**src/wbp_pkg.sv**
```systemverilog
// Shared types, constants and helpers of the wireframe box projector.
package wbp_pkg;

    localparam int SCREEN_W = 128;
    localparam int SCREEN_H = 64;

    localparam int W_POS  = 24;   // world position, Q15.8
    localparam int W_WX   = 25;   // corner x or z after the half size offset
    localparam int W_WY   = 25;   // corner or point height
    localparam int W_D    = 26;   // camera relative x, z and height
    localparam int W_TRIG = 16;   // Q1.14 cosine and sine
    localparam int TRIG_FRAC = 14;
    localparam int W_PROD = W_D + W_TRIG;        // rotation products
    localparam int W_C    = W_PROD + 1 - TRIG_FRAC; // camera space x and depth
    localparam int W_FOV  = 8;
    localparam int W_MX   = W_C + W_FOV + 1;
    localparam int W_MY   = W_D + W_FOV + 1;
    localparam int W_N    = 40;   // projection numerators
    localparam int W_DEN  = 16;   // visible depth fits the far register
    localparam int W_Q    = 12;   // quotient magnitude bits before overflow
    localparam int W_REM  = W_DEN + W_Q;
    localparam int W_SCR  = 12;   // screen coordinate
    localparam int W_CFG  = 24;
    localparam int W_IDX  = 3;
    localparam int W_U16  = 16;

    localparam int N_COL  = 7;    // corners held before the last one arrives
    localparam int N_EDGE = 12;

    typedef logic [2:0] t_cidx;

    localparam t_cidx EDGE_A [N_EDGE] = '{3'd0, 3'd1, 3'd2, 3'd3, 3'd4, 3'd5,
                                          3'd6, 3'd7, 3'd0, 3'd1, 3'd2, 3'd3};
    localparam t_cidx EDGE_B [N_EDGE] = '{3'd1, 3'd2, 3'd3, 3'd0, 3'd5, 3'd6,
                                          3'd7, 3'd4, 3'd4, 3'd5, 3'd6, 3'd7};

    typedef enum logic [W_IDX-1:0] {
        REG_CAMERA_X, REG_CAMERA_Z, REG_COS_YAW, REG_SIN_NEG_YAW,
        REG_NEAR_DEPTH, REG_FAR_DEPTH, REG_FOV_SCALE, REG_EYE_HEIGHT
    } t_reg_idx;

    typedef struct packed {
        logic signed [W_POS-1:0]  cam_x;
        logic signed [W_POS-1:0]  cam_z;
        logic signed [W_TRIG-1:0] cos_yaw;
        logic signed [W_TRIG-1:0] sin_neg_yaw;
        logic [W_U16-1:0]         near_depth;
        logic [W_U16-1:0]         far_depth;
        logic [W_FOV-1:0]         fov_scale;
        logic [W_U16-1:0]         eye_height;
    } t_cfg;

    // sideband of one corner: last corner of its item, item is a point
    typedef struct packed {
        logic last;
        logic pix;
    } t_ctl;

    typedef struct packed {
        logic signed [W_SCR-1:0] x;
        logic signed [W_SCR-1:0] y;
    } t_xy;

    typedef struct packed {
        logic vis;
        t_xy  xy;
    } t_pt;

    localparam logic [W_Q-1:0] Q_MAX_POS = W_Q'(2 ** (W_SCR - 1) - 1);
    localparam logic [W_Q-1:0] Q_MAX_NEG = W_Q'(2 ** (W_SCR - 1));

    // sign and saturate a truncated quotient magnitude
    function automatic logic signed [W_SCR-1:0] sat_q(input logic [W_Q-1:0] q,
                                                      input logic ov,
                                                      input logic neg);
        logic signed [W_SCR-1:0] res;
        if (!neg) begin
            res = (ov || q > Q_MAX_POS) ? $signed(W_SCR'(Q_MAX_POS)) : $signed(W_SCR'(q));
        end else begin
            res = (ov || q > Q_MAX_NEG) ? $signed(W_SCR'(Q_MAX_NEG)) : $signed(W_SCR'(-q));
        end
        return res;
    endfunction

endpackage

```
**src/wbp_divider.sv**
```systemverilog
// Pipelined restoring divider, one quotient bit per stage, x and y lanes.
module wbp_divider (
    input  logic                      i_clk,
    input  logic                      i_rst_n,
    input  logic                      i_en,
    input  logic                      i_valid,
    input  wbp_pkg::t_ctl             i_ctl,
    input  logic                      i_vis,
    input  logic [wbp_pkg::W_DEN-1:0] i_den,
    input  logic [wbp_pkg::W_N-1:0]   i_magx,
    input  logic [wbp_pkg::W_N-1:0]   i_magy,
    input  logic                      i_negx,
    input  logic                      i_negy,
    input  logic                      i_ovx,
    input  logic                      i_ovy,
    output logic                      o_valid,
    output wbp_pkg::t_ctl             o_ctl,
    output logic                      o_vis,
    output wbp_pkg::t_xy              o_pt
);
    import wbp_pkg::*;

    logic [W_Q-1:0]   r_v;
    t_ctl             r_ctl  [W_Q];
    logic             r_vis  [W_Q];
    logic [W_DEN-1:0] r_den  [W_Q];
    logic [W_REM-1:0] r_rx   [W_Q];
    logic [W_REM-1:0] r_ry   [W_Q];
    logic [W_Q-1:0]   r_qx   [W_Q];
    logic [W_Q-1:0]   r_qy   [W_Q];
    logic             r_sgnx [W_Q];
    logic             r_sgny [W_Q];
    logic             r_ovfx [W_Q];
    logic             r_ovfy [W_Q];
    logic             r_ov;

    for (genvar k = 0; k < W_Q; k++) begin : g_stage
        localparam int BIT = W_Q - 1 - k;
        logic             s_v;
        t_ctl             s_ctl;
        logic             s_vis, s_sgnx, s_sgny, s_ovfx, s_ovfy;
        logic [W_DEN-1:0] s_den;
        logic [W_REM-1:0] s_rx, s_ry, s_sh;
        logic [W_Q-1:0]   s_qx, s_qy;
        logic             s_tx, s_ty;

        if (k == 0) begin : g_first
            assign s_v    = i_valid;
            assign s_ctl  = i_ctl;
            assign s_vis  = i_vis;
            assign s_den  = i_den;
            assign s_rx   = i_magx[W_REM-1:0];
            assign s_ry   = i_magy[W_REM-1:0];
            assign s_qx   = '0;
            assign s_qy   = '0;
            assign s_sgnx = i_negx;
            assign s_sgny = i_negy;
            assign s_ovfx = i_ovx;
            assign s_ovfy = i_ovy;
        end else begin : g_next
            assign s_v    = r_v[k-1];
            assign s_ctl  = r_ctl[k-1];
            assign s_vis  = r_vis[k-1];
            assign s_den  = r_den[k-1];
            assign s_rx   = r_rx[k-1];
            assign s_ry   = r_ry[k-1];
            assign s_qx   = r_qx[k-1];
            assign s_qy   = r_qy[k-1];
            assign s_sgnx = r_sgnx[k-1];
            assign s_sgny = r_sgny[k-1];
            assign s_ovfx = r_ovfx[k-1];
            assign s_ovfy = r_ovfy[k-1];
        end

        assign s_sh = W_REM'(s_den) << BIT;
        assign s_tx = s_rx >= s_sh;
        assign s_ty = s_ry >= s_sh;

        always_ff @(posedge i_clk) begin
            if (!i_rst_n) begin
                r_v[k] <= 1'b0;
            end else if (i_en) begin
                r_v[k] <= s_v;
            end
        end

        always_ff @(posedge i_clk) begin
            if (i_en) begin
                r_ctl[k]  <= s_ctl;
                r_vis[k]  <= s_vis;
                r_den[k]  <= s_den;
                r_sgnx[k] <= s_sgnx;
                r_sgny[k] <= s_sgny;
                r_ovfx[k] <= s_ovfx;
                r_ovfy[k] <= s_ovfy;
                r_rx[k]   <= s_tx ? s_rx - s_sh : s_rx;
                r_ry[k]   <= s_ty ? s_ry - s_sh : s_ry;
                r_qx[k]   <= s_qx | (W_Q'(s_tx) << BIT);
                r_qy[k]   <= s_qy | (W_Q'(s_ty) << BIT);
            end
        end
    end

    // output stage: sign and saturate
    always_ff @(posedge i_clk) begin
        if (!i_rst_n) begin
            r_ov <= 1'b0;
        end else if (i_en) begin
            r_ov <= r_v[W_Q-1];
        end
    end

    always_ff @(posedge i_clk) begin
        if (i_en) begin
            o_ctl  <= r_ctl[W_Q-1];
            o_vis  <= r_vis[W_Q-1];
            o_pt.x <= sat_q(r_qx[W_Q-1], r_ovfx[W_Q-1], r_sgnx[W_Q-1]);
            o_pt.y <= sat_q(r_qy[W_Q-1], r_ovfy[W_Q-1], r_sgny[W_Q-1]);
        end
    end

    assign o_valid = r_ov;

endmodule

```
**config.mk**
```make
export PLATFORM = sky130hd
export DESIGN_NAME = wbp_divider
export DESIGN_NICKNAME = d
export VERILOG_FILES = /design/src/wbp_pkg.sv /design/src/wbp_divider.sv
export SDC_FILE = /design/constraint.sdc
export NUM_CORES = 2
export LEC_CHECK = 0
export BUFFER_PORTS_ARGS = -buffer_cell sky130_fd_sc_hd__buf_2
export CORE_UTILIZATION = 45
export CTS_BUF_LIST = sky130_fd_sc_hd__clkbuf_8
export DETAILED_ROUTE_END_ITERATION = 8
export PLACE_DENSITY = 0.57
export SKIP_LAST_GASP = 1
export SYNTH_ARGS = -nofsm -noshare
export SYNTH_HDL_FRONTEND = slang
export SYNTH_SLANG_ARGS = --single-unit
```
**constraint.sdc**
```tcl
create_clock -name i_clk -period 6.07 [get_ports i_clk]
set_clock_uncertainty 0.1 [all_clocks]
set_input_delay 1.214 -clock i_clk [delete_from_list [all_inputs] [get_ports i_clk]]
set_output_delay 1.214 -clock i_clk [all_outputs]
set_load 0.02 [all_outputs]
```
# Word-level counts from Yosys, hierarchy flattened
# Memories as Yosys holds them, arrays and structs flattened. A register that Yosys moved wholly into a read port is not among the register bits.
# Cells that the tools add are included.
[word_totals]
latch_bits = 0
output_inout_bits = 28
register_bits = 37
ram_bits = 1236
mem_count = 11
romBits = 0
[op_classes]
bitwise_logic = 22
n_addsub = 26
mux = 32
n_eq_ne = 0
n_shift = 0
n_div = 0
reduce_logical = 4
order_cmp = 28
mul = 0
[mem_list]
columns = ["name", "depth", "word_bits", "read_ports", "rd_ports_with_merged_regs", "wr", "line_no", "rtl"]
rows = [
  ["r_rx", 12, 28, 11, 0, 12, "wbp_divider.sv:27", "logic [W_REM-1:0] r_rx [W_Q];"],
  ["r_ry", 12, 28, 11, 0, 12, "wbp_divider.sv:28", "logic [W_REM-1:0] r_ry [W_Q];"],
  ["r_den", 12, 16, 11, 0, 12, "wbp_divider.sv:26", "logic [W_DEN-1:0] r_den [W_Q];"],
  ["r_qx", 12, 12, 12, 0, 12, "wbp_divider.sv:29", "logic [W_Q-1:0] r_qx [W_Q];"],
  ["r_qy", 12, 12, 12, 0, 12, "wbp_divider.sv:30", "logic [W_Q-1:0] r_qy [W_Q];"],
  ["r_ctl", 12, 2, 12, 1, 12, "wbp_divider.sv:24", "t_ctl r_ctl [W_Q];"],
  ["+5 memories", "--", "--", "--", "--", "--", "--", ""],
]
[ops]
columns = ["cell", "n"]
rows = [
  ["2-to-1 mux 28 bit", 24],
  ["2-to-1 mux 12 bit", 6],
  ["greater-or-equal comparator 28 x 16 -> 1 bit", 2],
  ["greater-or-equal comparator 28 x 17 -> 1 bit", 2],
  ["greater-or-equal comparator 28 x 18 -> 1 bit", 2],
  ["greater-or-equal comparator 28 x 19 -> 1 bit", 2],
  ["greater-or-equal comparator 28 x 20 -> 1 bit", 2],
  ["greater-or-equal comparator 28 x 21 -> 1 bit", 2],
  ["greater-or-equal comparator 28 x 22 -> 1 bit", 2],
  ["greater-or-equal comparator 28 x 23 -> 1 bit", 2],
  ["greater-or-equal comparator 28 x 24 -> 1 bit", 2],
  ["greater-or-equal comparator 28 x 25 -> 1 bit", 2],
  ["greater-or-equal comparator 28 x 26 -> 1 bit", 2],
  ["greater-or-equal comparator 28 x 27 -> 1 bit", 2],
  ["subtractor 28 x 16 -> 28 bit", 2],
  ["subtractor 28 x 17 -> 28 bit", 2],
  ["subtractor 28 x 18 -> 28 bit", 2],
  ["subtractor 28 x 19 -> 28 bit", 2],
  ["subtractor 28 x 20 -> 28 bit", 2],
  ["subtractor 28 x 21 -> 28 bit", 2],
  ["subtractor 28 x 22 -> 28 bit", 2],
  ["subtractor 28 x 23 -> 28 bit", 2],
  ["subtractor 28 x 24 -> 28 bit", 2],
  ["subtractor 28 x 25 -> 28 bit", 2],
  ["other kinds (18)", 38],
]

# Depth between registers and ports, before layout
# An unclocked memory read counts as a cell.
[depth]
ltp_word = 5
mapped_depth = 14

# Worst setup path before layout
# Ideal clock, no wire load.
[synth_timing]
path_type = "input -> register"
start = "input port i_den[2] (netlist name)"
end = "memory r_rx[0][25] (netlist name), data pin"
t_arrival_ps = 3531
cell_stages = 10
n_path_buf = 0
t_required_ps = 5710
setup_time_ps = 260
slack_ps = 2179
path_cell_list = "inv_1 -> ha_1 -> nor2b_1 -> o31a_1 -> o41a_1 -> o41ai_1 -> o2111a_1 -> o21ai_0 -> xor2_1 -> mux2_2"
[synth_rtl]
columns = ["item", "line_no", "rtl"]
rows = [
  ["start, declared", "wbp_divider.sv:9", "input logic [wbp_pkg::W_DEN-1:0] i_den,"],
  ["end, declared", "wbp_divider.sv:27", ""],
]

==> run metrics <==
status finished clean; Seq/Total Area, Yosys 55.6%; worst path required time 6.62 ns; RSZ-0062 raised after global routing false; syn_nets 5,428; global-route wire length before repair 203,000 um; final non-filler cell total 6,960; Yosys cell types 90; most frequent cells in the layout edfxtp_1 (1,059), nand2_1 (405), ha_1 (386); min-delay worst type flip-flop to flip-flop; Worst path top cell family by delay compound AO/OA/AOI/OAI gates; syn avg cell area 11.7 um2; CTS Buf Count 184; Clock Sink Count 1,072; Syn Inst Count 4,913; Power Dens Cells 422 mW/mm2; Hold EP r_qx[10][3]$_DFFE_PP_; routed vias 37,000; Row Count 130; Synthesis Warnings 0; Initial Utilization 45.6%; fin crit share 68.6%; CTS max path bufs 3; Global Route Usage Sum 20.3%; core area 0.126 mm2; Residual DRC 0; vias in the first global route 37,000; total gr overflow 0; final antenna-violating net count 0; Worst-Margin Slew 1.13 ns; Vias/cell 5.31; Largest stage delay, worst path 0.68 ns; Post-CTS Hold Buffers 0; Synth Cell Area 0.0577 mm2; VDD IR max 0.243 mV; crit end category flip-flop; DR iter-0 viols 2,011; achievable frequency 240 MHz; Fin Hold WS 0.301 ns; Sum Neg Setup Slack 0 ns; CTS tree built; Pleak 24.5 nW; r2r setup slk 1.91 ns; Final Hold Viols 0; drt first pass iters 6; final WL 132,000 um; die height 360 um; synthesis-to-finish area growth 10.9%; CP Launch Type flip-flop; Clock Latency Late Sink 0.92 ns; cells along the critical path inv_1 -> ha_1 -> nor2b_1 -> o31a_1 -> o21ai_0 -> a211oi_1 -> o31ai_1 -> and2_1 -> clkinv_1 -> mux2_2; #FFs+latches synth 1,072; post-CTS resize count 0; post-DP HPWL 103,000 um; top_reg_cell synth edfxtp_1; Hold Path Depth 0; # nets final 5,679; Data arrival, critical path 4.71 ns; placed cells 6,628; critical-path maximum fanout 26; post-route cell area 0.0639 mm2; largest net degree at the start of global routing 116; max cap viols 0; commonest non-fill, non-tap cell in the layout edfxtp_1; root buf cell clkbuf_8; WP buf/inv 2; max_slew headroom 23.4%; EDFF count, synth 1,059; Area after DPL 0.0604 mm2; Slowest cell on crit path clkinv_1; H-tree Lvls 4; RR Endpoint r_ry[4][10]$_DFFE_PP_; top-level I/O count 135; final setup vio count 0; layout cells sized above 1 10.4%; r2r startpoint r_den[3][1]$_DFFE_PP_; critical setup path kind flip-flop to flip-flop; GPL Wtd Cong 0.949; Die ar. 0.130 mm2; Setup Fix Bufs, Post-CTS 0; R2R depth 10; Die W 360 um; Hold Crit Start r_qx[9][3]$_DFFE_PP_; Power Total 0.0270 W; clock slew at reported path FFs 0.05 ns; initial antenna violation count 1; port bufs 110; fin crit period 4.16 ns; wire length per cell 19.0 um; Final Max Tran Viols 0; Post-synth ARST share 0%
-- cell usage after synthesis (25+ instances only) --
| library cell | n | area share [%] |
|---|---|---|
| nor3_1 | 107 | 0.93 |
| xnor2_1 | 185 | 2.8 |
| nor2b_1 | 65 | 0.71 |
| nand2_1 | 405 | 2.6 |
| xor2_1 | 198 | 3.0 |
| or3_1 | 50 | 0.54 |
| nor4_1 | 48 | 0.52 |
| a211oi_1 | 38 | 0.49 |
| o31ai_1 | 35 | 0.46 |
| nand2b_1 | 69 | 0.75 |
| edfxtp_1 | 1059 | 55 |
| a21o_1 | 121 | 1.6 |
| nand3_1 | 63 | 0.55 |
| nand4_1 | 40 | 0.43 |
| ha_1 | 386 | 8.4 |
| o21a_1 | 61 | 0.79 |
| mux2_2 | 67 | 1.3 |
| and3_1 | 25 | 0.27 |
| inv_1 | 313 | 2.0 |
| a31oi_1 | 29 | 0.31 |
| mux2i_1 | 28 | 0.49 |
| clkbuf_1 | 75 | 0.49 |
| o21bai_1 | 39 | 0.51 |
| a21oi_1 | 342 | 3.0 |
| o21ai_0 | 342 | 3.0 |
| nor2_1 | 298 | 1.9 |
-- report_power, final --
| group | switching [W] | internal, W | leakage (nW) |
|---|---|---|---|
| Combinational | 0.00517 | 0.00415 | 12.2 |
| Clock | 0.00294 | 0.00335 | 1.98 |
| Sequential | 0.000973 | 0.0104 | 10.3 |
-- routing by layer --
layer	vias to the layer above	wire length, um	track usage (%)
met5	-	0	0
met4	0	8090	12.8
li1	19000	-	-
met1	17100	50300	20.9
met3	295	3600	3.14
met2	637	70400	38.3
-- state kept, by name, summed over array words and instances (netlist names) --
register     flops
r_ovfx          12
o_vis            1
r_v              1
o_valid          1
r_ry           308
g_stage.s_v     11
r_vis           12
r_den          176
r_qy            78
o_ctl            2
r_sgny          12
r_sgnx          12
r_rx           308
r_qx            78
r_ovfy          12
r_ctl           24
o_pt            24
-- stage by stage --
step | setup slack, ns | utilization, %
finish | 1.91 | 50.6
global placement | 1.68 | 47.8
floorplan | 2.18 | -
global route | 1.62 | 50.6
detailed placement | 1.65 | 47.8
CTS | 1.88 | 50.6
-- kinds of logic after synthesis --
| kind of cell | Yosys count | synth area share, % |
|---|---|---|
| xor gates and xnor gates | 383 | 5.82 |
| DFF | 1072 | 55.6 |
| buffers and inverters | 407 | 2.71 |
| adders and majority gates | 408 | 9.14 |
| muxes | 100 | 1.92 |
| AOI/OAI and AO/OA | 1229 | 13.5 |
| and+or+nand+nor | 1314 | 11.3 |
-- worst max-delay path by stage --
stage                                  to                   from  slack, ns  cells after the start
floorplan           r_rx[0][25]$_DFFE_PP_               i_den[2]       2.18                     10
global placement    r_rx[0][26]$_DFFE_PP_               i_den[1]       1.68                     11
detailed placement  r_rx[0][26]$_DFFE_PP_               i_den[1]       1.65                     11
CTS                 r_ry[4][10]$_DFFE_PP_  r_den[3][1]$_DFFE_PP_       1.88                     10
global route        r_ry[4][10]$_DFFE_PP_  r_den[3][1]$_DFFE_PP_       1.62                     10
finish              r_ry[4][10]$_DFFE_PP_  r_den[3][1]$_DFFE_PP_       1.91                     10
-- layout make-up --
cell class              count  area (um2)
clock buffers             187        2570
diodes                      2        5.00
well taps                1650        2060
flip-flops and latches   1072       32100
inverters                 316        1190
repair buffers            156         993
multi-input cells        3434       24100
clock inverters           143         951
fillers                 11300       62500
Note: power is estimated with default switching activity, not from simulation.
