**src/wbp_pkg.sv**
```systemverilog
// Shared types, constants and helpers of the wireframe box projector.
package wbp_pkg;

    localparam int SCREEN_W = 128;
    localparam int SCREEN_H = 64;

    localparam int W_POS  = 24;   // world position, Q15.8
    localparam int W_WX   = 25;   // corner x or z after the half size offset
    localparam int W_WY   = 25;   // corner or point height
    localparam int W_D    = 26;   // camera relative x, z and height
    localparam int W_TRIG = 16;   // Q1.14 cosine and sine
    localparam int TRIG_FRAC = 14;
    localparam int W_PROD = W_D + W_TRIG;        // rotation products
    localparam int W_C    = W_PROD + 1 - TRIG_FRAC; // camera space x and depth
    localparam int W_FOV  = 8;
    localparam int W_MX   = W_C + W_FOV + 1;
    localparam int W_MY   = W_D + W_FOV + 1;
    localparam int W_N    = 40;   // projection numerators
    localparam int W_DEN  = 16;   // visible depth fits the far register
    localparam int W_Q    = 12;   // quotient magnitude bits before overflow
    localparam int W_REM  = W_DEN + W_Q;
    localparam int W_SCR  = 12;   // screen coordinate
    localparam int W_CFG  = 24;
    localparam int W_IDX  = 3;
    localparam int W_U16  = 16;

    localparam int N_COL  = 7;    // corners held before the last one arrives
    localparam int N_EDGE = 12;

    typedef logic [2:0] t_cidx;

    localparam t_cidx EDGE_A [N_EDGE] = '{3'd0, 3'd1, 3'd2, 3'd3, 3'd4, 3'd5,
                                          3'd6, 3'd7, 3'd0, 3'd1, 3'd2, 3'd3};
    localparam t_cidx EDGE_B [N_EDGE] = '{3'd1, 3'd2, 3'd3, 3'd0, 3'd5, 3'd6,
                                          3'd7, 3'd4, 3'd4, 3'd5, 3'd6, 3'd7};

    typedef enum logic [W_IDX-1:0] {
        REG_CAMERA_X, REG_CAMERA_Z, REG_COS_YAW, REG_SIN_NEG_YAW,
        REG_NEAR_DEPTH, REG_FAR_DEPTH, REG_FOV_SCALE, REG_EYE_HEIGHT
    } t_reg_idx;

    typedef struct packed {
        logic signed [W_POS-1:0]  cam_x;
        logic signed [W_POS-1:0]  cam_z;
        logic signed [W_TRIG-1:0] cos_yaw;
        logic signed [W_TRIG-1:0] sin_neg_yaw;
        logic [W_U16-1:0]         near_depth;
        logic [W_U16-1:0]         far_depth;
        logic [W_FOV-1:0]         fov_scale;
        logic [W_U16-1:0]         eye_height;
    } t_cfg;

    // sideband of one corner: last corner of its item, item is a point
    typedef struct packed {
        logic last;
        logic pix;
    } t_ctl;

    typedef struct packed {
        logic signed [W_SCR-1:0] x;
        logic signed [W_SCR-1:0] y;
    } t_xy;

    typedef struct packed {
        logic vis;
        t_xy  xy;
    } t_pt;

    localparam logic [W_Q-1:0] Q_MAX_POS = W_Q'(2 ** (W_SCR - 1) - 1);
    localparam logic [W_Q-1:0] Q_MAX_NEG = W_Q'(2 ** (W_SCR - 1));

    // sign and saturate a truncated quotient magnitude
    function automatic logic signed [W_SCR-1:0] sat_q(input logic [W_Q-1:0] q,
                                                      input logic ov,
                                                      input logic neg);
        logic signed [W_SCR-1:0] res;
        if (!neg) begin
            res = (ov || q > Q_MAX_POS) ? $signed(W_SCR'(Q_MAX_POS)) : $signed(W_SCR'(q));
        end else begin
            res = (ov || q > Q_MAX_NEG) ? $signed(W_SCR'(Q_MAX_NEG)) : $signed(W_SCR'(-q));
        end
        return res;
    endfunction

endpackage

```
**src/wbp_res_if.sv**
```systemverilog
// Result channel: one segment or pixel item.
interface wbp_res_if;
    import wbp_pkg::*;
    logic                    valid;
    logic                    ready;
    logic signed [W_SCR-1:0] start_x;
    logic signed [W_SCR-1:0] start_y;
    logic signed [W_SCR-1:0] end_x;
    logic signed [W_SCR-1:0] end_y;
    logic                    is_pixel;
    logic                    last_result;

    modport source (output valid, start_x, start_y, end_x, end_y, is_pixel, last_result,
                    input ready);
    modport sink   (input valid, start_x, start_y, end_x, end_y, is_pixel, last_result,
                    output ready);
endinterface

```
**src/wbp_edge_emit.sv**
```systemverilog
// Corner collector, edge list and output register.
module wbp_edge_emit (
    input  logic          i_clk,
    input  logic          i_rst_n,
    input  logic          i_valid,
    input  wbp_pkg::t_ctl i_ctl,
    input  logic          i_vis,
    input  wbp_pkg::t_xy  i_pt,
    output logic          o_en,
    wbp_res_if.source     o_res
);
    import wbp_pkg::*;

    t_pt               r_col [N_COL];
    logic [N_EDGE-1:0] r_seg_v;
    t_xy               r_seg_a [N_EDGE];
    t_xy               r_seg_b [N_EDGE];
    logic              r_pix;

    logic r_o_valid, r_o_pix, r_o_last;
    t_xy  r_o_a, r_o_b;

    t_pt  s_cor [N_COL + 1];
    logic s_take, s_adv, s_free, s_load;

    always_comb begin
        for (int i = 0; i < N_COL; i++) s_cor[i] = r_col[i];
        s_cor[N_COL] = {i_vis, i_pt};
    end

    assign s_take = !r_o_valid || o_res.ready;
    assign s_adv  = !r_seg_v[0] || s_take;
    // buffer empty once this cycle's shift is done
    assign s_free = s_adv ? ~|r_seg_v[N_EDGE-1:1] : ~|r_seg_v;
    assign s_load = i_valid && i_ctl.last && s_free;
    assign o_en   = !(i_valid && i_ctl.last && !s_free);

    always_ff @(posedge i_clk) begin
        if (!i_rst_n) begin
            r_o_valid <= 1'b0;
            r_seg_v   <= '0;
        end else begin
            // output slot frees up and takes the head of the edge list
            if (s_take) r_o_valid <= r_seg_v[0];
            if (s_load) begin
                if (i_ctl.pix) begin
                    r_seg_v <= N_EDGE'(i_vis);
                end else begin
                    for (int e = 0; e < N_EDGE; e++)
                        r_seg_v[e] <= s_cor[EDGE_A[e]].vis & s_cor[EDGE_B[e]].vis;
                end
            end else if (s_adv) begin
                r_seg_v <= {1'b0, r_seg_v[N_EDGE-1:1]};
            end
        end
    end

    always_ff @(posedge i_clk) begin
        if (s_adv && r_seg_v[0]) begin
            r_o_a    <= r_seg_a[0];
            r_o_b    <= r_seg_b[0];
            r_o_pix  <= r_pix;
            r_o_last <= ~|r_seg_v[N_EDGE-1:1];
        end
        if (s_load) begin
            r_pix <= i_ctl.pix;
            if (i_ctl.pix) begin
                r_seg_a[0] <= i_pt;
                r_seg_b[0] <= i_pt;
            end else begin
                for (int e = 0; e < N_EDGE; e++) begin
                    r_seg_a[e] <= s_cor[EDGE_A[e]].xy;
                    r_seg_b[e] <= s_cor[EDGE_B[e]].xy;
                end
            end
        end else if (s_adv) begin
            for (int e = 0; e < N_EDGE - 1; e++) begin
                r_seg_a[e] <= r_seg_a[e+1];
                r_seg_b[e] <= r_seg_b[e+1];
            end
        end
        if (o_en && i_valid) begin
            r_col[N_COL-1] <= {i_vis, i_pt};
            for (int i = 0; i < N_COL - 1; i++) r_col[i] <= r_col[i+1];
        end
    end

    assign o_res.valid       = r_o_valid;
    assign o_res.start_x     = r_o_a.x;
    assign o_res.start_y     = r_o_a.y;
    assign o_res.end_x       = r_o_b.x;
    assign o_res.end_y       = r_o_b.y;
    assign o_res.is_pixel    = r_o_pix;
    assign o_res.last_result = r_o_last;

`ifndef SYNTHESIS
    a_stall_on_last: assert property (@(posedge i_clk) disable iff (!i_rst_n)
        !o_en |-> (i_valid && i_ctl.last))
        else $error("pipeline held without a finished item waiting");
    a_pixel_single: assert property (@(posedge i_clk) disable iff (!i_rst_n)
        r_pix |-> ~|r_seg_v[N_EDGE-1:1])
        else $error("pixel item holds more than one result");
    a_seg_hold: assert property (@(posedge i_clk) disable iff (!i_rst_n)
        (r_o_valid && !o_res.ready && r_seg_v[0]) |=> $stable(r_seg_v))
        else $error("edge list moved while output stalled");
`endif

endmodule

```
**src/flat_wrapper.sv**
```systemverilog
// flat-port wrapper written by rule: the top's interface ports become plain ports
module wbp_edge_emit_flat import wbp_pkg::*;
  (i_clk, i_rst_n, i_valid, i_ctl, i_vis, i_pt, o_en, o_res_valid, o_res_start_x, o_res_start_y, o_res_end_x, o_res_end_y, o_res_is_pixel, o_res_last_result, o_res_ready);
  wbp_res_if o_res_i ();
  input  logic i_clk;
  input  logic i_rst_n;
  input  logic i_valid;
  input  wbp_pkg::t_ctl i_ctl;
  input  logic i_vis;
  input  wbp_pkg::t_xy i_pt;
  output logic o_en;
  output wire logic [$bits(o_res_i.valid)-1:0] o_res_valid;
  output wire logic [$bits(o_res_i.start_x)-1:0] o_res_start_x;
  output wire logic [$bits(o_res_i.start_y)-1:0] o_res_start_y;
  output wire logic [$bits(o_res_i.end_x)-1:0] o_res_end_x;
  output wire logic [$bits(o_res_i.end_y)-1:0] o_res_end_y;
  output wire logic [$bits(o_res_i.is_pixel)-1:0] o_res_is_pixel;
  output wire logic [$bits(o_res_i.last_result)-1:0] o_res_last_result;
  input wire logic [$bits(o_res_i.ready)-1:0] o_res_ready;
  assign o_res_valid = o_res_i.valid;
  assign o_res_start_x = o_res_i.start_x;
  assign o_res_start_y = o_res_i.start_y;
  assign o_res_end_x = o_res_i.end_x;
  assign o_res_end_y = o_res_i.end_y;
  assign o_res_is_pixel = o_res_i.is_pixel;
  assign o_res_last_result = o_res_i.last_result;
  assign o_res_i.ready = o_res_ready;
  wbp_edge_emit u_core (.i_clk(i_clk), .i_rst_n(i_rst_n), .i_valid(i_valid), .i_ctl(i_ctl), .i_vis(i_vis), .i_pt(i_pt), .o_en(o_en), .o_res(o_res_i));
endmodule
```
**config.mk**
```make
export PLATFORM = sky130hd
export DESIGN_NAME = wbp_edge_emit_flat
export DESIGN_NICKNAME = d
export VERILOG_FILES = /design/src/wbp_pkg.sv /design/src/wbp_res_if.sv /design/src/wbp_edge_emit.sv /design/src/flat_wrapper.sv
export SDC_FILE = /design/constraint.sdc
export NUM_CORES = 1
export LEC_CHECK = 0
export ABC_AREA = 1
export BUFFER_PORTS_ARGS = -buffer_cell sky130_fd_sc_hd__buf_2
export CORE_AREA = 8 8 271 273
export DETAILED_ROUTE_END_ITERATION = 12
export DIE_AREA = 0 0 279 281
export SYNTH_ARGS = -nofsm -noshare
export SYNTH_HDL_FRONTEND = slang
export SYNTH_SLANG_ARGS = --single-unit
```
**constraint.sdc**
```tcl
create_clock -name i_clk -period 36.2 [get_ports i_clk]
set_input_delay 7.24 -clock i_clk [delete_from_list [all_inputs] [get_ports i_clk]]
set_output_delay 7.24 -clock i_clk [all_outputs]
set_load 0.02 [all_outputs]
```
Word level (Yosys, flattened, before mapping)
Memory sizes are Yosys's and may differ from the RTL's. A register that Yosys moved wholly into a read port is not among the register bits.
Index checks and enable logic that the tools add are counted.

storage, ports and cells
  register bits after elaboration = 16
  memory bits (writable) = 751
  input bits = 31
  output and inout port bits = 52
  word-level logic and storage cells = 99
  memories kept = 3

operators by class
  multiplexer cells = 39
  bitwise operators = 36
  reductions and logical operators = 16

memory list
  name            words  bits a word  read ports  clocked after memory_dff  wr ports  RTL line             source
  u_core.r_seg_a  12     24           12          1                         12        wbp_edge_emit.sv:16  t_xy r_seg_a [N_EDGE];
  u_core.r_seg_b  12     24           12          1                         12        wbp_edge_emit.sv:17  t_xy r_seg_b [N_EDGE];
  u_core.r_col    7      25           7           0                         7         wbp_edge_emit.sv:14  t_pt r_col [N_COL];

operator list
  cell                 count
  $mux W24             24
  $mux W12             3
  $or A1 B1 Y1         24
  $and A1 B1 Y1        12
  $mux W1              12
  $reduce_or A12 Y1    1
  $reduce_or A11 Y1    1
  $logic_not A1 Y1     6
  $logic_and A1 B1 Y1  5
  $logic_or A1 B1 Y1   2
  $reduce_bool A2 Y1   1

Logic depth before layout (Yosys ltp)
  word-level depth = 10
  mapped depth = 11
  mapped depth without buffers = 9

Worst setup path before layout
No wires, ideal clock.

  path type = input to register
  start point = in o_res_ready
  end point = mem u_core.r_col[0][0] (netlist bit), enable pin
  data arrival time = 20,023 ps
  required time = 35,220 ps
  buffers on the path = 0
  stages = 4
  slack = 15,198 ps
  path through = inv_1 > nand3_2 > nand3_2 > a21boi_0

RTL lines
  item             RTL line             source
  start, declared  flat_wrapper.sv:19   input wire logic [$bits(o_res_i.ready)-1:0] o_res_ready;
  end, declared    wbp_edge_emit.sv:14

Worst setup path in the final report
  start point = in o_res_ready
  end point = out o_en

between the ends
  longest elaborated chain between the ends = 6

RTL lines
  item                 RTL line             source
  $logic_or A1 B1 Y1   wbp_edge_emit.sv:31  assign s_take = !r_o_valid || o_res.ready;
  $logic_or A1 B1 Y1   wbp_edge_emit.sv:32  assign s_adv = !r_seg_v[0] || s_take;
  $mux W1              wbp_edge_emit.sv:34  assign s_free = s_adv ? ~|r_seg_v[N_EDGE-1:1] : ~|r_seg_v;
  $logic_not A1 Y1     wbp_edge_emit.sv:36  assign o_en = !(i_valid && i_ctl.last && !s_free);
  $logic_and A1 B1 Y1  wbp_edge_emit.sv:36
  $logic_not A1 Y1     wbp_edge_emit.sv:36
  end, declared        flat_wrapper.sv:11   output logic o_en;

No other way between the ends.

==> summary.md <==
| Metric | Value |
|---|---|
| Die W | 279 um |
| Max-cap violations | 0 |
| Mapped Cells | 2,395 |
| Synth warn | 0 |
| Slowest cell on crit path | buf_4 |
| Root buf cell | clkbuf_16 |
| Minimum clock period | 15,960 ps |
| Worst Path Max Fanout | 63 |
| Top FF cell, synth | edfxtp_1 |
| Via count | 17,016 |
| Layout cells sized above 1 | 8.63% |
| Routed WL | 56.1 mm |
| Top-area cell type share of the netlist area | 78.4% |
| All-Layer GR Usage | 14.4% |
| Grt met1 use | 21.0% |
| Post-synthesis adder-cell area fraction | 0% |
| Setup CP Type | in2out |
| Buf/Inv on CP | 4 |
| Synth top area cells | edfxtp_1 (78%), nand2_1 (16%), nand3_1 (1.4%), dfxtp_1 (0.85%), buf_2 (0.75%) |
| Pleak | 14.6 nW |
| Slew headroom | 20.2% |
| Busiest grt layer | met2 |
| Num ports | 83 |
| Final Skew | 17.0 ps |
| Final net count | 2,509 |
| GR Util met2 | 21.7% |
| Core area | 69,300 um^2 |
| Clock sink count | 815 |
| Drc violations | 0 |
| Max Slew Vio Count | 0 |
| Synth Area in XOR/XNOR | 0% |
| Placed wire-length estimate | 30.2 mm |
| Post-synthesis sequential area ratio | 79.3% |
| Antenna-violating nets left | 0 |
| Die Area | 78,400 um^2 |
| Post-cts sizing count | 0 |
| Critical path required time | 28,960 ps |
| Drt wl/cell | 16.1 um |
| Largest family of logic cells by synthesized area | simple AND/OR/NAND/NOR gates |
| DRT Pass-1 Iters | 5 |
| Cell family with the largest share of critical-path delay | buffers and inverters |
| Initial DRC count | 1,571 |
| Async set or reset register ratio after synthesis | 0% |
| Mapped Nets | 2,426 |
| Post-synthesis compound-gate area fraction | 0.134% |
| Pwr/cell area | 67.6 nW/um^2 |
| RSZ-0062 raised after global routing | false |
| Delay of the slowest cell on the worst path | 690 ps |
| Clk pin slew, worst setup/hold paths | 60 ps |
| Count leader, synth | nand2_1 |
| Critical Path End Type | primary output |
| CP cell instances | buf_2 -> inv_1 -> nand3_4 -> buf_4 -> nand3_2 -> nand2_1 -> buf_2 |
| WHS | 417 ps |
| Setup Viol. Count Final | 0 |
| Post-CTS Hold Buffers | 0 |
| Yosys reg bits | 815 |
| Initial antenna violation count | 1 |
| Num rows | 97 |
| Cell taking the most area after synthesis | edfxtp_1 |
| Synth cell count leaders | nand2_1 (1,334), edfxtp_1 (802), nand3_1 (84) |
| Clock Path Buffers | 3 |
| Maximum number of pins on one net before global-route repair | 201 |
| Met3 GRT Util | 2.62% |
| DIE HEIGHT | 281 um |
| Post-CTS setup buffers | 0 |
| Post-synth EDFFs | 802 |
| Peak supply drop | 0.0325 mV |
| Mean Syn Cell Area | 12.8 um^2 |
| Worst-Skew Late Latency | 620 ps |
| Hold Path Class | reg2reg |
| I/O Buffers | 82 |
| Final Hold Fails | 0 |
| Area grow syn2layout | 12.3% |
| CTS tree | done |
| Vias in the first global route | 16,829 |
| Distinct cells, synth | 24 |
| First-pass GRT wire length | 91.1 mm |
| GRT overflow | 0 |
| Via/cell ratio | 4.88 |
| Status | finished clean |
| Mux cell area share after synthesis | 0% |
| Setup TNS | 0 ps |
| Min setup slack post-route | 20,240 ps |
| Gpl congestion | 0.739 |
| Crit-path most repeated cell | buf_2 |
| H-tree levels | 3 |
| Cell Area, Synth | 30,700 um^2 |
| Worst-margin pin slew | 1200 ps |
| Synth Area in Simple Gates | 18.3% |
| CTS Buf Count | 83 |
| Starting density of the core | 44.3% |
| Dpl ws | 20,180 ps |
| F_max | 62.7 MHz |
| CP startpoint kind | primary input |
| Worst path arrival time | 8720 ps |
| Final period util | 44.1% |
[cells in the final DEF, fill, tap and decap left out, types with 2 or more instances in the layout]
| cell | n |
|---|---|
| nor2_1 | 22 |
| nand3_1 | 84 |
| inv_1 | 12 |
| edfxtp_1 | 802 |
| inv_8 | 2 |
| nand2_1 | 1332 |
| dfxtp_1 | 13 |
| inv_6 | 3 |
| clkbuf_8 | 2 |
| a21oi_1 | 4 |
| buf_4 | 16 |
| clkinv_1 | 22 |
| clkinv_2 | 12 |
| buf_2 | 82 |
| clkbuf_1 | 23 |
| nand2_4 | 3 |
| nand4_1 | 2 |
| bufinv_16 | 5 |
| nor3_1 | 9 |
| clkbuf_16 | 86 |
[registers in the layout, indices dropped and copies added, names as in the netlist]
| signal | count |
|---|---|
| u_core.o_res.end_y | 12 |
| u_core.o_res.start_y | 12 |
| u_core.o_res.is_pixel | 1 |
| u_core.o_res.end_x | 12 |
| u_core.o_res.valid | 1 |
| u_core.r_seg_b | 288 |
| u_core.r_col | 175 |
| u_core.r_pix | 1 |
| u_core.o_res.last_result | 1 |
| u_core.o_res.start_x | 12 |
| u_core.r_seg_v | 12 |
| u_core.r_seg_a | 288 |
[area by class of cell]
| class | instances | area [um^2] |
|---|---|---|
| inverters | 14 | 65.1 |
| clock buffers | 111 | 2270 |
| clock inverters | 44 | 358 |
| fillers | 5852 | 34800 |
| diodes | 1 | 2.50 |
| multi-input cells | 1465 | 5720 |
| well taps | 940 | 1180 |
| flip-flops and latches | 815 | 24300 |
| repair buffers | 99 | 551 |
[metal layers]
metal  vias up  part of all wire (%)
met1      8306                    49
met3        66                   5.0
met2       344                    45
met5         -                     0
li1       8300                     -
met4         0                   1.6
[through the flow]
stage | utilization (%) | std cells | area, um^2 | total power, mW
floorplan | - | 2395 | 30700 | 1.49
global placement | 46.0 | 3333 | 31900 | 1.52
detailed placement | 46.0 | 3333 | 31900 | 1.53
CTS | 49.7 | 3488 | 34500 | 2.36
global route | 49.7 | 3489 | 34500 | 2.44
finish | 49.7 | 3489 | 34500 | 2.33
[path summary, 6_finish.rpt]
check                           slack (ps)  cells after the start                 start                 endpoint
worst max-delay path                 20240                      7           o_res_ready                     o_en
worst min-delay path                   420                      0  u_core.r_seg_a[0][1]  u_core.o_res.start_y[1]
worst max register to register       29990                      8    u_core.o_res.valid    u_core.r_seg_b[9][11]
worst min register to register         420                      0  u_core.r_seg_a[0][1]  u_core.o_res.start_y[1]
[power by group]
part,total (mW),leakage (nW),switching [mW],internal (mW)
registers,1.31,8.30,0.0536,1.26
clock network,0.824,1.29,0.347,0.477
logic,0.197,4.99,0.137,0.0594
[cells by family after synthesis]
| logic type | after synthesis |
|---|---|
| AND/OR/NAND/NOR | 1458 |
| buffers and inverters | 115 |
| flip-flops | 815 |
| AO/OA/AOI/OAI | 7 |
(Power assumes the default switching activity.)
