$ cat config.mk
export PLATFORM = sky130hd
export DESIGN_NAME = wbp_corner_gen_flat
export DESIGN_NICKNAME = d
export VERILOG_FILES = /design/src/wbp_pkg.sv /design/src/wbp_req_if.sv /design/src/wbp_corner_gen.sv /design/src/flat_wrapper.sv
export SDC_FILE = /design/constraint.sdc
export NUM_CORES = 1
export LEC_CHECK = 0
export BUFFER_PORTS_ARGS = -buffer_cell sky130_fd_sc_hd__buf_2
export CAP_MARGIN = 20
export CORE_MARGIN = 5
export CORE_UTILIZATION = 30
export DETAILED_ROUTE_END_ITERATION = 16
export HOLD_SLACK_MARGIN = 0.12
export PLACE_DENSITY_LB_ADDON = 0.1
export SLEW_MARGIN = 40
export SYNTH_ARGS = -nofsm -noshare
export SYNTH_HDL_FRONTEND = slang
export SYNTH_SLANG_ARGS = --single-unit
$ cat constraint.sdc
create_clock -name i_clk -period 4.2 [get_ports i_clk]
set_clock_uncertainty 0.1 [all_clocks]
set_input_delay 0.42 -clock i_clk [delete_from_list [all_inputs] [get_ports i_clk]]
set_output_delay 0.42 -clock i_clk [all_outputs]
set_load 0.01 [all_outputs]
$ cat src/wbp_pkg.sv
// Shared types, constants and helpers of the wireframe box projector.
package wbp_pkg;

    localparam int SCREEN_W = 128;
    localparam int SCREEN_H = 64;

    localparam int W_POS  = 24;   // world position, Q15.8
    localparam int W_WX   = 25;   // corner x or z after the half size offset
    localparam int W_WY   = 25;   // corner or point height
    localparam int W_D    = 26;   // camera relative x, z and height
    localparam int W_TRIG = 16;   // Q1.14 cosine and sine
    localparam int TRIG_FRAC = 14;
    localparam int W_PROD = W_D + W_TRIG;        // rotation products
    localparam int W_C    = W_PROD + 1 - TRIG_FRAC; // camera space x and depth
    localparam int W_FOV  = 8;
    localparam int W_MX   = W_C + W_FOV + 1;
    localparam int W_MY   = W_D + W_FOV + 1;
    localparam int W_N    = 40;   // projection numerators
    localparam int W_DEN  = 16;   // visible depth fits the far register
    localparam int W_Q    = 12;   // quotient magnitude bits before overflow
    localparam int W_REM  = W_DEN + W_Q;
    localparam int W_SCR  = 12;   // screen coordinate
    localparam int W_CFG  = 24;
    localparam int W_IDX  = 3;
    localparam int W_U16  = 16;

    localparam int N_COL  = 7;    // corners held before the last one arrives
    localparam int N_EDGE = 12;

    typedef logic [2:0] t_cidx;

    localparam t_cidx EDGE_A [N_EDGE] = '{3'd0, 3'd1, 3'd2, 3'd3, 3'd4, 3'd5,
                                          3'd6, 3'd7, 3'd0, 3'd1, 3'd2, 3'd3};
    localparam t_cidx EDGE_B [N_EDGE] = '{3'd1, 3'd2, 3'd3, 3'd0, 3'd5, 3'd6,
                                          3'd7, 3'd4, 3'd4, 3'd5, 3'd6, 3'd7};

    typedef enum logic [W_IDX-1:0] {
        REG_CAMERA_X, REG_CAMERA_Z, REG_COS_YAW, REG_SIN_NEG_YAW,
        REG_NEAR_DEPTH, REG_FAR_DEPTH, REG_FOV_SCALE, REG_EYE_HEIGHT
    } t_reg_idx;

    typedef struct packed {
        logic signed [W_POS-1:0]  cam_x;
        logic signed [W_POS-1:0]  cam_z;
        logic signed [W_TRIG-1:0] cos_yaw;
        logic signed [W_TRIG-1:0] sin_neg_yaw;
        logic [W_U16-1:0]         near_depth;
        logic [W_U16-1:0]         far_depth;
        logic [W_FOV-1:0]         fov_scale;
        logic [W_U16-1:0]         eye_height;
    } t_cfg;

    // sideband of one corner: last corner of its item, item is a point
    typedef struct packed {
        logic last;
        logic pix;
    } t_ctl;

    typedef struct packed {
        logic signed [W_SCR-1:0] x;
        logic signed [W_SCR-1:0] y;
    } t_xy;

    typedef struct packed {
        logic vis;
        t_xy  xy;
    } t_pt;

    localparam logic [W_Q-1:0] Q_MAX_POS = W_Q'(2 ** (W_SCR - 1) - 1);
    localparam logic [W_Q-1:0] Q_MAX_NEG = W_Q'(2 ** (W_SCR - 1));

    // sign and saturate a truncated quotient magnitude
    function automatic logic signed [W_SCR-1:0] sat_q(input logic [W_Q-1:0] q,
                                                      input logic ov,
                                                      input logic neg);
        logic signed [W_SCR-1:0] res;
        if (!neg) begin
            res = (ov || q > Q_MAX_POS) ? $signed(W_SCR'(Q_MAX_POS)) : $signed(W_SCR'(q));
        end else begin
            res = (ov || q > Q_MAX_NEG) ? $signed(W_SCR'(Q_MAX_NEG)) : $signed(W_SCR'(-q));
        end
        return res;
    endfunction

endpackage

$ cat src/wbp_req_if.sv
// Request channel: one box or point item.
interface wbp_req_if;
    import wbp_pkg::*;
    logic                    valid;
    logic                    ready;
    logic                    req_type;
    logic signed [W_POS-1:0] pos_x;
    logic signed [W_POS-1:0] pos_y;
    logic signed [W_POS-1:0] pos_z;
    logic [W_U16-1:0]        half_size;
    logic [W_U16-1:0]        box_height;

    modport source (output valid, req_type, pos_x, pos_y, pos_z, half_size, box_height,
                    input ready);
    modport sink   (input valid, req_type, pos_x, pos_y, pos_z, half_size, box_height,
                    output ready);
endinterface

$ cat src/wbp_corner_gen.sv
// Corner generator: holds one item and issues its eight corners or its point.
module wbp_corner_gen (
    input  logic                            i_clk,
    input  logic                            i_rst_n,
    input  logic                            i_en,
    wbp_req_if.sink                         i_req,
    output logic                            o_valid,
    output wbp_pkg::t_ctl                   o_ctl,
    output logic signed [wbp_pkg::W_WX-1:0] o_wx,
    output logic signed [wbp_pkg::W_WY-1:0] o_wy,
    output logic signed [wbp_pkg::W_WX-1:0] o_wz
);
    import wbp_pkg::*;

    logic                    r_act;
    logic [2:0]              r_cnt;
    logic                    r_type;
    logic signed [W_POS-1:0] r_px, r_py, r_pz;
    logic [W_U16-1:0]        r_half, r_height;

    logic                   s_last;
    logic                   s_take;
    logic signed [W_WX-1:0] s_half;

    assign s_last      = r_type || (r_cnt == 3'd7);
    assign i_req.ready = i_en && (!r_act || s_last);
    assign s_take      = i_req.valid && i_req.ready;
    assign s_half      = W_WX'($signed({1'b0, r_half}));

    always_comb begin
        o_valid   = r_act;
        o_ctl.last = s_last;
        o_ctl.pix  = r_type;
        if (r_type) begin
            o_wx = W_WX'(r_px);
            o_wy = W_WY'(r_py);
            o_wz = W_WX'(r_pz);
        end else begin
            o_wx = (r_cnt[1:0] == 2'd1 || r_cnt[1:0] == 2'd2) ? W_WX'(r_px) + s_half
                                                              : W_WX'(r_px) - s_half;
            o_wz = r_cnt[1] ? W_WX'(r_pz) + s_half : W_WX'(r_pz) - s_half;
            o_wy = r_cnt[2] ? W_WY'($signed({1'b0, r_height})) : '0;
        end
    end

    always_ff @(posedge i_clk) begin
        if (!i_rst_n) begin
            r_act <= 1'b0;
            r_cnt <= '0;
        end else if (i_en) begin
            if (!r_act || s_last) begin
                r_act <= s_take;
                r_cnt <= '0;
            end else begin
                r_cnt <= r_cnt + 3'd1;
            end
        end
    end

    always_ff @(posedge i_clk) begin
        if (s_take) begin
            r_type   <= i_req.req_type;
            r_px     <= i_req.pos_x;
            r_py     <= i_req.pos_y;
            r_pz     <= i_req.pos_z;
            r_half   <= i_req.half_size;
            r_height <= i_req.box_height;
        end
    end

endmodule

$ cat src/flat_wrapper.sv
// flat-port wrapper written by rule: the top's interface ports become plain ports
module wbp_corner_gen_flat import wbp_pkg::*;
  (i_clk, i_rst_n, i_en, o_valid, o_ctl, o_wx, o_wy, o_wz, i_req_valid, i_req_req_type, i_req_pos_x, i_req_pos_y, i_req_pos_z, i_req_half_size, i_req_box_height, i_req_ready);
  wbp_req_if i_req_i ();
  input  logic i_clk;
  input  logic i_rst_n;
  input  logic i_en;
  output logic o_valid;
  output wbp_pkg::t_ctl o_ctl;
  output logic signed [wbp_pkg::W_WX-1:0] o_wx;
  output logic signed [wbp_pkg::W_WY-1:0] o_wy;
  output logic signed [wbp_pkg::W_WX-1:0] o_wz;
  input wire logic [$bits(i_req_i.valid)-1:0] i_req_valid;
  input wire logic [$bits(i_req_i.req_type)-1:0] i_req_req_type;
  input wire logic [$bits(i_req_i.pos_x)-1:0] i_req_pos_x;
  input wire logic [$bits(i_req_i.pos_y)-1:0] i_req_pos_y;
  input wire logic [$bits(i_req_i.pos_z)-1:0] i_req_pos_z;
  input wire logic [$bits(i_req_i.half_size)-1:0] i_req_half_size;
  input wire logic [$bits(i_req_i.box_height)-1:0] i_req_box_height;
  output wire logic [$bits(i_req_i.ready)-1:0] i_req_ready;
  assign i_req_i.valid = i_req_valid;
  assign i_req_i.req_type = i_req_req_type;
  assign i_req_i.pos_x = i_req_pos_x;
  assign i_req_i.pos_y = i_req_pos_y;
  assign i_req_i.pos_z = i_req_pos_z;
  assign i_req_i.half_size = i_req_half_size;
  assign i_req_i.box_height = i_req_box_height;
  assign i_req_ready = i_req_i.ready;
  wbp_corner_gen u_core (.i_clk(i_clk), .i_rst_n(i_rst_n), .i_en(i_en), .i_req(i_req_i), .o_valid(o_valid), .o_ctl(o_ctl), .o_wx(o_wx), .o_wy(o_wy), .o_wz(o_wz));
endmodule
After elaboration in Yosys (flattened, before gate mapping)
Index checks and enable logic that the tools add are counted.
Operators by class
  add/subtract/negate cells: 5
  equality and inequality tests: 3
  muxes and demuxes: 7
  reduce and logical (&&, ||, !) cells: 7
Operators with widths (count)
  25-bit 2-to-1 mux: 5
  24-bit by 17-bit adder with 25-bit output: 2
  24-bit by 17-bit subtractor with 25-bit output: 2
  16-bit 2-to-1 mux: 1
  3-bit by 1-bit adder with 3-bit output (second input constant): 1
  3-bit equality test (second input constant): 1
  1-bit logical OR: 3
  3-bit 2-to-1 mux: 1
  2-bit by 1-bit equality test with 1-bit output (second input constant): 1
  2-bit equality test (second input constant): 1
  1-bit logical AND: 2
  2-bit AND reduction: 1
  1-bit logical NOT: 1
Storage, ports and cells
  register bits: 109
  input port bits: 109
  output and inout bits: 79
  word-level logic and storage cells: 30

Logic depth before layout (Yosys ltp)
Gate-level depths: netlist of run 1.
  depth in word-level cells: 5
  gate-level depth with buffers: 16
  mapped depth without buffers: 15

Worst setup path before layout of run 1
No wires, ideal clock.
  path kind: register -> output
  from: reg u_core.r_half[7]
  to: out o_wx[22] (netlist name)
  data arrival time: 3.559 ns
  data required time: 3.680 ns
  setup slack: 0.121 ns
  cell stages (with the launch flop): 15
  buffers on the path: 0
  cells stage by stage: edfxtp_1 nor4_2 nand4b_1 nor4_1 nor3b_1 nor2_1 xor2_1 ha_1 nand2_1 a2111oi_0 o21ai_0 a21boi_0 o21ai_0 mux2i_1 a311oi_1
Between the ends
  longest elaborated chain between the ends: 3
  elaborated cells between the ends (all ways): 4
  those cells by class: add/sub (2); mux (2)
Ends and longest elaborated chain
  start: declaration: RTL line wbp_corner_gen.sv:19  | logic [W_U16-1:0] r_half, r_height;
  start signal: assignment: RTL line wbp_corner_gen.sv:66  | r_half <= i_req.half_size;
  24-bit by 17-bit subtractor with 25-bit output or 24-bit by 17-bit adder with 25-bit output (tied branches): RTL line wbp_corner_gen.sv:40, wbp_corner_gen.sv:39
  25-bit 2-to-1 mux *: RTL line wbp_corner_gen.sv:39  | o_wx = (r_cnt[1:0] == 2'd1 || r_cnt[1:0] == 2'd2) ? W_WX'(r_px) + s_half
  25-bit 2-to-1 mux *: RTL line wbp_corner_gen.sv:34  | if (r_type) begin
  end: declaration: RTL line flat_wrapper.sv:10  | output logic signed [wbp_pkg::W_WX-1:0] o_wx;
Every way passes the cells marked *; elsewhere a longest branch is shown, timed or not.

Final worst setup path of run 1
  from: reg u_core.r_half[2]
  to: out o_wz[24] (netlist name)
Between the ends
  longest elaborated chain between the ends: 3
  elaborated cells between the ends (all ways): 4
  those cells by class: add/sub (2); mux (2)
Ends and longest elaborated chain
  24-bit by 17-bit subtractor with 25-bit output or 24-bit by 17-bit adder with 25-bit output (tied branches): RTL line wbp_corner_gen.sv:41  | o_wz = r_cnt[1] ? W_WX'(r_pz) + s_half : W_WX'(r_pz) - s_half;
  25-bit 2-to-1 mux *: RTL line wbp_corner_gen.sv:41
  25-bit 2-to-1 mux *: RTL line wbp_corner_gen.sv:34
  end: declaration: RTL line flat_wrapper.sv:12  | output logic signed [wbp_pkg::W_WX-1:0] o_wz;
Marked as above.

==> results of run 1 <==
## state kept, by name (all words and copies together) (netlist names)
| register | cells |
|---|---|
| u_core.r_pz | 24 |
| u_core.r_half | 16 |
| u_core.r_type | 1 |
| u_core.r_height | 16 |
| u_core.r_cnt | 3 |
| u_core.o_valid | 1 |
| u_core.r_px | 24 |
| u_core.r_py | 24 |
## final cells by class
class,count,area share
clock buffer,9,0.0203
timing repair buffer,371,0.234
tap,319,0.0360
multi-input combinational,566,0.407
clock inverter,7,0.00699
sequential,109,0.291
inverter,14,0.00474
## cells in the mapped netlist (all sizes together), types with 3 or more instances
| cell | n |
|---|---|
| a2111oi | 3 |
| a211oi | 5 |
| a21boi | 3 |
| a21o | 23 |
| a21oi | 56 |
| a22o | 16 |
| a311oi | 4 |
| a31oi | 7 |
| and2 | 13 |
| and3 | 9 |
| buf | 7 |
| clkbuf | 26 |
| dfxtp | 4 |
| edfxtp | 105 |
| ha | 51 |
| inv | 13 |
| mux2 | 8 |
| mux2i | 6 |
| nand2 | 77 |
| nand2b | 3 |
| nand3 | 6 |
| nand4 | 6 |
| nor2 | 73 |
| nor2b | 9 |
| nor3 | 11 |
| nor3b | 4 |
| nor4 | 7 |
| o211ai | 4 |
| o21a | 3 |
| o21ai | 61 |
| o21bai | 3 |
| or3 | 5 |
| xnor2 | 18 |
| xor2 | 43 |
## timing repair
action,4_1_cts,5_1_grt
hold buffers,55,8
setup endpoints to repair,21,28
gates resized for setup,99,112
pin swaps,59,66
endpoints found under the hold margin,55,8
setup buffers,30,24
## metrics by stage
step | power [W] | area [um2] | instances | TNS [ns] | util
CTS | 0.00320 | 10400 | 1363 | -1.28 | 0.438
finish | 0.00329 | 11100 | 1395 | -0.813 | 0.470
global route | 0.00348 | 11100 | 1395 | -5.37 | 0.470
global placement | 0.00215 | 8920 | 1263 | 0 | 0.378
detailed placement | 0.00214 | 8920 | 1263 | 0 | 0.378
floorplan | 0.00182 | 7220 | 723 | 0 | -
## worst reg2reg max path: cells and delay by family, from the launching register on
kind / cells / cell delay, ns
flops: 1 / 0.35
buf+inv: 1 / 0.40
simple gates: 3 / 0.78
fa+ha+maj: 2 / 0.31
## power by group through the flow
stage	Combinational (W)	Clock, W	Sequential [W]
global route	0.00124	0.000961	0.00128
global placement	0.000854	0	0.00130
CTS	0.000994	0.000934	0.00127
floorplan	0.000525	0	0.00130
finish	0.00113	0.000884	0.00127
detailed placement	0.000846	0	0.00130
## worst max path at each step
stage,start,endpoint,slack [ns],cells past startpoint
2_1_floorplan,u_core.r_half[7],o_wx[22],0.12,14
3_3_place_gp,u_core.r_half[3],o_wz[22],0.03,15
3_5_place_dp,u_core.r_half[7],o_wx[22],0.09,16
4_1_cts,u_core.r_half[5],o_wx[19],-0.15,16
5_1_grt,u_core.r_half[7],o_wx[24],-0.37,18
6_report,u_core.r_half[2],o_wz[24],-0.16,18
## cells in the final DEF (no fill, tap or decap), types with 4 or more instances in the layout
cell type,instances
o21ai_0,32
o21ai_1,18
mux2i_1,6
nor2b_1,6
buf_6,29
dfxtp_1,4
nor3_1,6
nor2_4,7
clkbuf_16,9
ha_1,46
a22o_1,16
nor2_1,56
a21o_1,22
dlygate4sd3_1,63
nand2_2,7
inv_1,13
edfxtp_1,105
and3_1,5
xor2_2,7
a21oi_2,23
and3_4,4
o21ai_2,10
buf_2,183
mux2_2,7
o211ai_1,4
or3_1,5
nand2_1,69
nand4_1,6
buf_4,96
xnor2_1,15
xor2_1,36
nor2_2,10
and2_1,10
a21oi_1,28
nor4_2,4
a21oi_4,5
## layer usage
layer  vias up  wire length [um]  GRT usage
met5         -                 0          0
met4         0               289     0.0378
met3        19              1320     0.0422
met2       153             11000      0.269
met1      3050              9810      0.199
li1       3372                 -          -
## kinds of logic (layout without fill, tap and decap cells)
| kind of cell | after synthesis | after routing | synth area share |
|---|---|---|---|
| AND/OR/NAND/NOR | 230 | 230 | 0.151 |
| AO/OA/AOI/OAI | 208 | 208 | 0.185 |
| flip-flops | 109 | 109 | 0.448 |
| XOR/XNOR | 61 | 61 | 0.0740 |
| adder cells (fa/ha/maj) | 53 | 53 | 0.0939 |
| buffers and inverters | 48 | 401 | 0.0276 |
| multiplexers | 14 | 14 | 0.0208 |
==> flow_summary_export.csv, run 1 <==
group,metric,value,unit
run_status,status,"finished, violations left",
run_status,failed_checks,"setup timing",
floorplanning,num_rows,56,
synth,synth_cell_type_count,69,
synth,synthCells,723,
min_path,holdPathEnd,"u_core.r_px[16]",
placed_design,gp_routability_congestion,0.854,
power,swShare,0.325,
cts,cts_buffer_depth,2,
synth,synth_area_leader_cell,"edfxtp_1",
cts,cts_sinks,109,
sta,whs,0.135,ns
synth,async_flop_share,0,
power,seqPwrFrac,0.387,
global_routing,antenna_found_initial,0,
finish,num_antenna_cells,0,
worst_setup_path,r2r_cells,6,
power,vdd_drop_max,0.199,mV
sta,period_share,1.04,
finish,multi_input_area,4510,um2
route,vias_per_cell,4.73,
floorplanning,initial_core_util,0.306,
synth,ys_seq_area_frac,0.448,
finish,area_growth,53.6,%
worst_setup_path,worst-path-max-fanout,4,
sta,setup_viol,13,
placed_design,dpl.hpwl,15.8,mm
cts,cts_tree,"yes",
job,maxCapViolCount,0,
placed_design,dpl_worst_slack,0.0878,ns
cts,cts_max_level,3,
worst_setup_path,crit_path_max_incr_delay,0.44,ns
synth,synth_ff_type,"edfxtp_1",
global_routing,grt_pass1_vias,6691,
route,wl_per_cell,16.1,um
sta,drv_slew,0,
cts,cts_made_buffers,9,
finish,drive_above_1_share,0.432,
synth,synth.avg_cell_area,9.99,um2
power,p_int,0.00222,W
cts,cts_root_buffer,"clkbuf_16",
min_path,worstHoldStart,"i_req_pos_x[16]",
floorplanning,die-height,165,um
finish,finalNetCount,1233,
worst_setup_path,start_kind,"register",
worst_setup_path,r2r-end,"u_core.r_px[8]",
power,p_sw,0.00107,W
synth,netlist_area,7220,um2
floorplanning,core,23600,um2
global_routing,gr-total-overflow,0,
floorplanning,die_width,165,um
worst_setup_path,worstPathBufferInverterCount,5,
worst_setup_path,crit_arrival,3.84,ns
power,p_clk_frac,0.268,
sta,fmax,229,MHz
sta,hold_viol,0,
power,p_leak,4.59,nW
floorplanning,dieArea,27300,um2
worst_setup_path,cp_top_family,"compound AO/OA/AOI/OAI gates",
floorplanning,ios,188,
worst_setup_path,worstPathCellList,"buf_6 > nor3_4 > nor3b_4 > buf_6 > and2_4 > buf_6 > nor2_1 > xor2_1 > ha_1 > a21o_1 > a21o_1 > a21oi_1 > o21ai_1 > buf_4 > a31oi_1 > mux2i_1 > xnor2_1 > buf_2",
min_path,hold_class,"in -> reg",
worst_setup_path,r2r_slack,1.95,ns
placed_design,portBuffers,187,
route,drt_iter0_markers,232,
synth,synth_edf_count,105,
sta,worst_slack,-0.159,ns
global_routing,track_usage,0.158,
worst_setup_path,cp.required,3.68,ns
min_path,holdPathStages,1,
route,drt-pass1-iter-count,4,
worst_setup_path,rr_startpoint,"u_core.r_cnt[0]",
finish,regArea,3230,um2
global_routing,grt_pass1_wl,34.0,mm
sta,period_needed,4.36,ns
worst_setup_path,end_kind,"output pin",
synth,yosysWarnings,0,
cts,clk-insertion-delay-late,0.35,ns
synth,synth_area_leaders,"edfxtp_1 44%, ha_1 8.8%, xor2_1 5.2%",
sta,rsz0062_at_grt,"true",
synth,synth-seq-cells,109,
route,drc,0,
synth,yosysTopAreaCellShare,0.437,
route,via_count,6594,
sta,timing.slew.headroom,0.496,
global_routing,grt_max_degree,72,
power,p_comb_frac,0.344,
cts,path_clk_slew,0.08,ns
route,drt_wl_total,22.4,mm
worst_setup_path,cpMostUsedCell,"buf_6",
route,drt.antenna.violating_nets,0,
worst_setup_path,critPathKind,"reg -> out",
finish,n_fill_cell,2241,
synth,synth_fp_nets,885,
power,p_per_area,297,nW/um2
sta,worst_pin_slew,0.756,ns
worst_setup_path,slowest_stage,"edfxtp_1",
Power figures use the tool's default switching activity.
==> run 2, diff against run 1 <==
--- a/config.mk
+++ b/config.mk
@@ -11,7 +11,7 @@
 export CORE_UTILIZATION = 30
 export DETAILED_ROUTE_END_ITERATION = 16
 export HOLD_SLACK_MARGIN = 0.12
-export PLACE_DENSITY_LB_ADDON = 0.1
+export PLACE_DENSITY = 0.48
 export SLEW_MARGIN = 40
 export SYNTH_ARGS = -nofsm -noshare
 export SYNTH_HDL_FRONTEND = slang
==> run 2 against run 1 <==
The run still ends with setup timing left; critical path type unchanged; cell area down 1.4%; critical endpoint is now o_wx[19]; core utilization down 0.67 points; flip-flop and latch count unchanged; clock power up 8.1%; non-clock buffer count down 1; routed wire length down 2.4%; total power down 0.67%; final cell count about the same; fmax up 2.0%; global-route usage up 0.13 points; worst hold slack better by 0.0056 ns; register-to-register slack better by 0.11 ns.
==> flow_summary_export.csv, run 2 (synthesized netlist as in run 1, its figures left out) <==
group,metric,value,unit
sta,whs,0.141,ns
finish,final_common_cell,"buf_2",
power,p_per_area,299,nW/um2
global_routing,grt_pass1_wl,34.3,mm
global_routing,antenna_found_initial,0,
sta,tns,-0.531,ns
finish,num_antenna_cells,0,
placed_design,dpl.hpwl,15.6,mm
power,p_leak,4.49,nW
worst_setup_path,slowest_stage,"edfxtp_1",
worst_setup_path,crit_path_max_incr_delay,0.42,ns
finish,n_fill_cell,2294,
finish,regArea,3230,um2
worst_setup_path,crit_arrival,3.76,ns
floorplanning,core,23600,um2
route,drt_iter0_markers,337,
route,drt.antenna.violating_nets,0,
sta,drv_slew,0,
route,drt-pass1-iter-count,4,
finish,instances_no_fill,1394,
finish,reg_top3,"u_core.r_px x24, u_core.r_py x24, u_core.r_pz x24",
cts,cts_sinks,109,
route,drt_wl_total,21.9,mm
finish,multi_input_area,4320,um2
sta,setup_viol,11,
floorplanning,die-height,165,um
route,drc,0,
worst_setup_path,cpMostUsedCell,"buf_4",
worst_setup_path,cp.required,3.68,ns
floorplanning,die_width,165,um
finish,drive_above_1_share,0.380,
sta,hold_viol,0,
sta,worst_slack,-0.0753,ns
global_routing,gr-total-overflow,0,
sta,period_needed,4.28,ns
worst_setup_path,worst-path-max-fanout,4,
cts,cts_made_buffers,9,
global_routing,track_usage,0.159,
finish,finalNetCount,1232,
job,maxCapViolCount,0,
route,vias_per_cell,4.68,
finish,final_cell_mix,"185 x buf_2, 105 x edfxtp_1, 94 x dlygate4sd3_1",
power,power.total,0.00327,W
worst_setup_path,critPathKind,"reg -> out",
cts,cts_tree,"yes",
placed_design,placed_cells,1246,
floorplanning,ios,188,
cts,cts_root_buffer,"clkbuf_16",
finish,area_growth,51.4,%
run_status,failed_checks,"setup timing",
floorplanning,dieArea,27300,um2
cts,path_clk_slew,0.09,ns
sta,timing.slew.headroom,0.594,
cts,cts_buffer_depth,2,
floorplanning,initial_core_util,0.306,
power,vdd_drop_max,0.238,mV
sta,fmax,234,MHz
placed_design,gp_routability_congestion,0.847,
placed_design,dpl_worst_slack,-0.00916,ns
global_routing,grt_max_degree,61,
route,via_count,6519,
sta,worst_pin_slew,0.609,ns
min_path,hold_class,"in -> reg",
worst_setup_path,cp_top_family,"simple AND/OR/NAND/NOR gates",
cts,cts_max_level,3,
sta,rsz0062_at_grt,"true",
worst_setup_path,worstPathBufferInverterCount,3,
placed_design,portBuffers,187,
run_status,status,"finished, violations left",
global_routing,grt_pass1_vias,6867,
route,wl_per_cell,15.7,um
worst_setup_path,end_kind,"output pin",
worst_setup_path,worstPathCellList,"nor3_2 > nor3b_4 > buf_4 > and2_4 > nor2_1 > xor2_1 > ha_1 > buf_4 > nand2_1 > o21ai_1 > a221o_1 > a31oi_1 > a21oi_1 > or3_1 > a31o_2 > buf_6",
floorplanning,num_rows,56,
sta,period_share,1.02,
worst_setup_path,start_kind,"register",
cts,clk-insertion-delay-late,0.37,ns
-- run 2: area by class of cell --
| cell class | instances | share of cell area |
|---|---|---|
| Inverter | 14 | 0.00481 |
| Sequential cell | 109 | 0.296 |
| Multi-Input combinational cell | 566 | 0.395 |
| Timing Repair Buffer | 370 | 0.238 |
| Clock inverter | 7 | 0.00927 |
| Clock buffer | 9 | 0.0206 |
| Tap cell | 319 | 0.0365 |
-- run 2: report_power, final --
part           total (W)  switching (W)  internal [W]
registers        0.00128      0.0000303       0.00125
logic            0.00104       0.000534      0.000502
clock network   0.000956       0.000514      0.000443
total            0.00327        0.00108       0.00219
-- run 2: metrics by stage --
stage | area [um2] | utilization
final | 10900 | 0.463
after global placement | 8810 | 0.373
after CTS | 10600 | 0.449
after global routing | 10900 | 0.463
after floorplan | 7220 | -
after detailed placement | 8810 | 0.373
-- run 2: final timing paths --
check,from,endpoint,slack [ns],depth (start not counted)
setup / recovery,u_core.r_half[2],o_wx[19],-0.08,16
hold / removal,i_req_half_size[7],u_core.r_half[7],0.14,1
setup reg to reg,u_core.r_cnt[0],u_core.r_py[19],2.06,6
hold reg to reg,u_core.r_cnt[0],u_core.r_cnt[0],0.43,2
-- run 2: per-layer routing --
metal / part of all wire / global-route usage / vias up / wire, um
met3: 0.050 / 0.0352 / 15 / 1090
met5: 0 / 0 / - / 0
li1: - / - / 3371 / -
met4: 0.011 / 0.0344 / 0 / 231
met2: 0.49 / 0.275 / 127 / 10600
met1: 0.45 / 0.204 / 3006 / 9940
-- run 2: what timing repair did --
item,4_1_cts,5_1_grt
hold buffers,92,2
endpoints found under the setup margin,21,27
resized for setup,84,69
hold endpoints to repair,92,2
pin swaps,43,57
buffers inserted,31,13
cloned,0,0
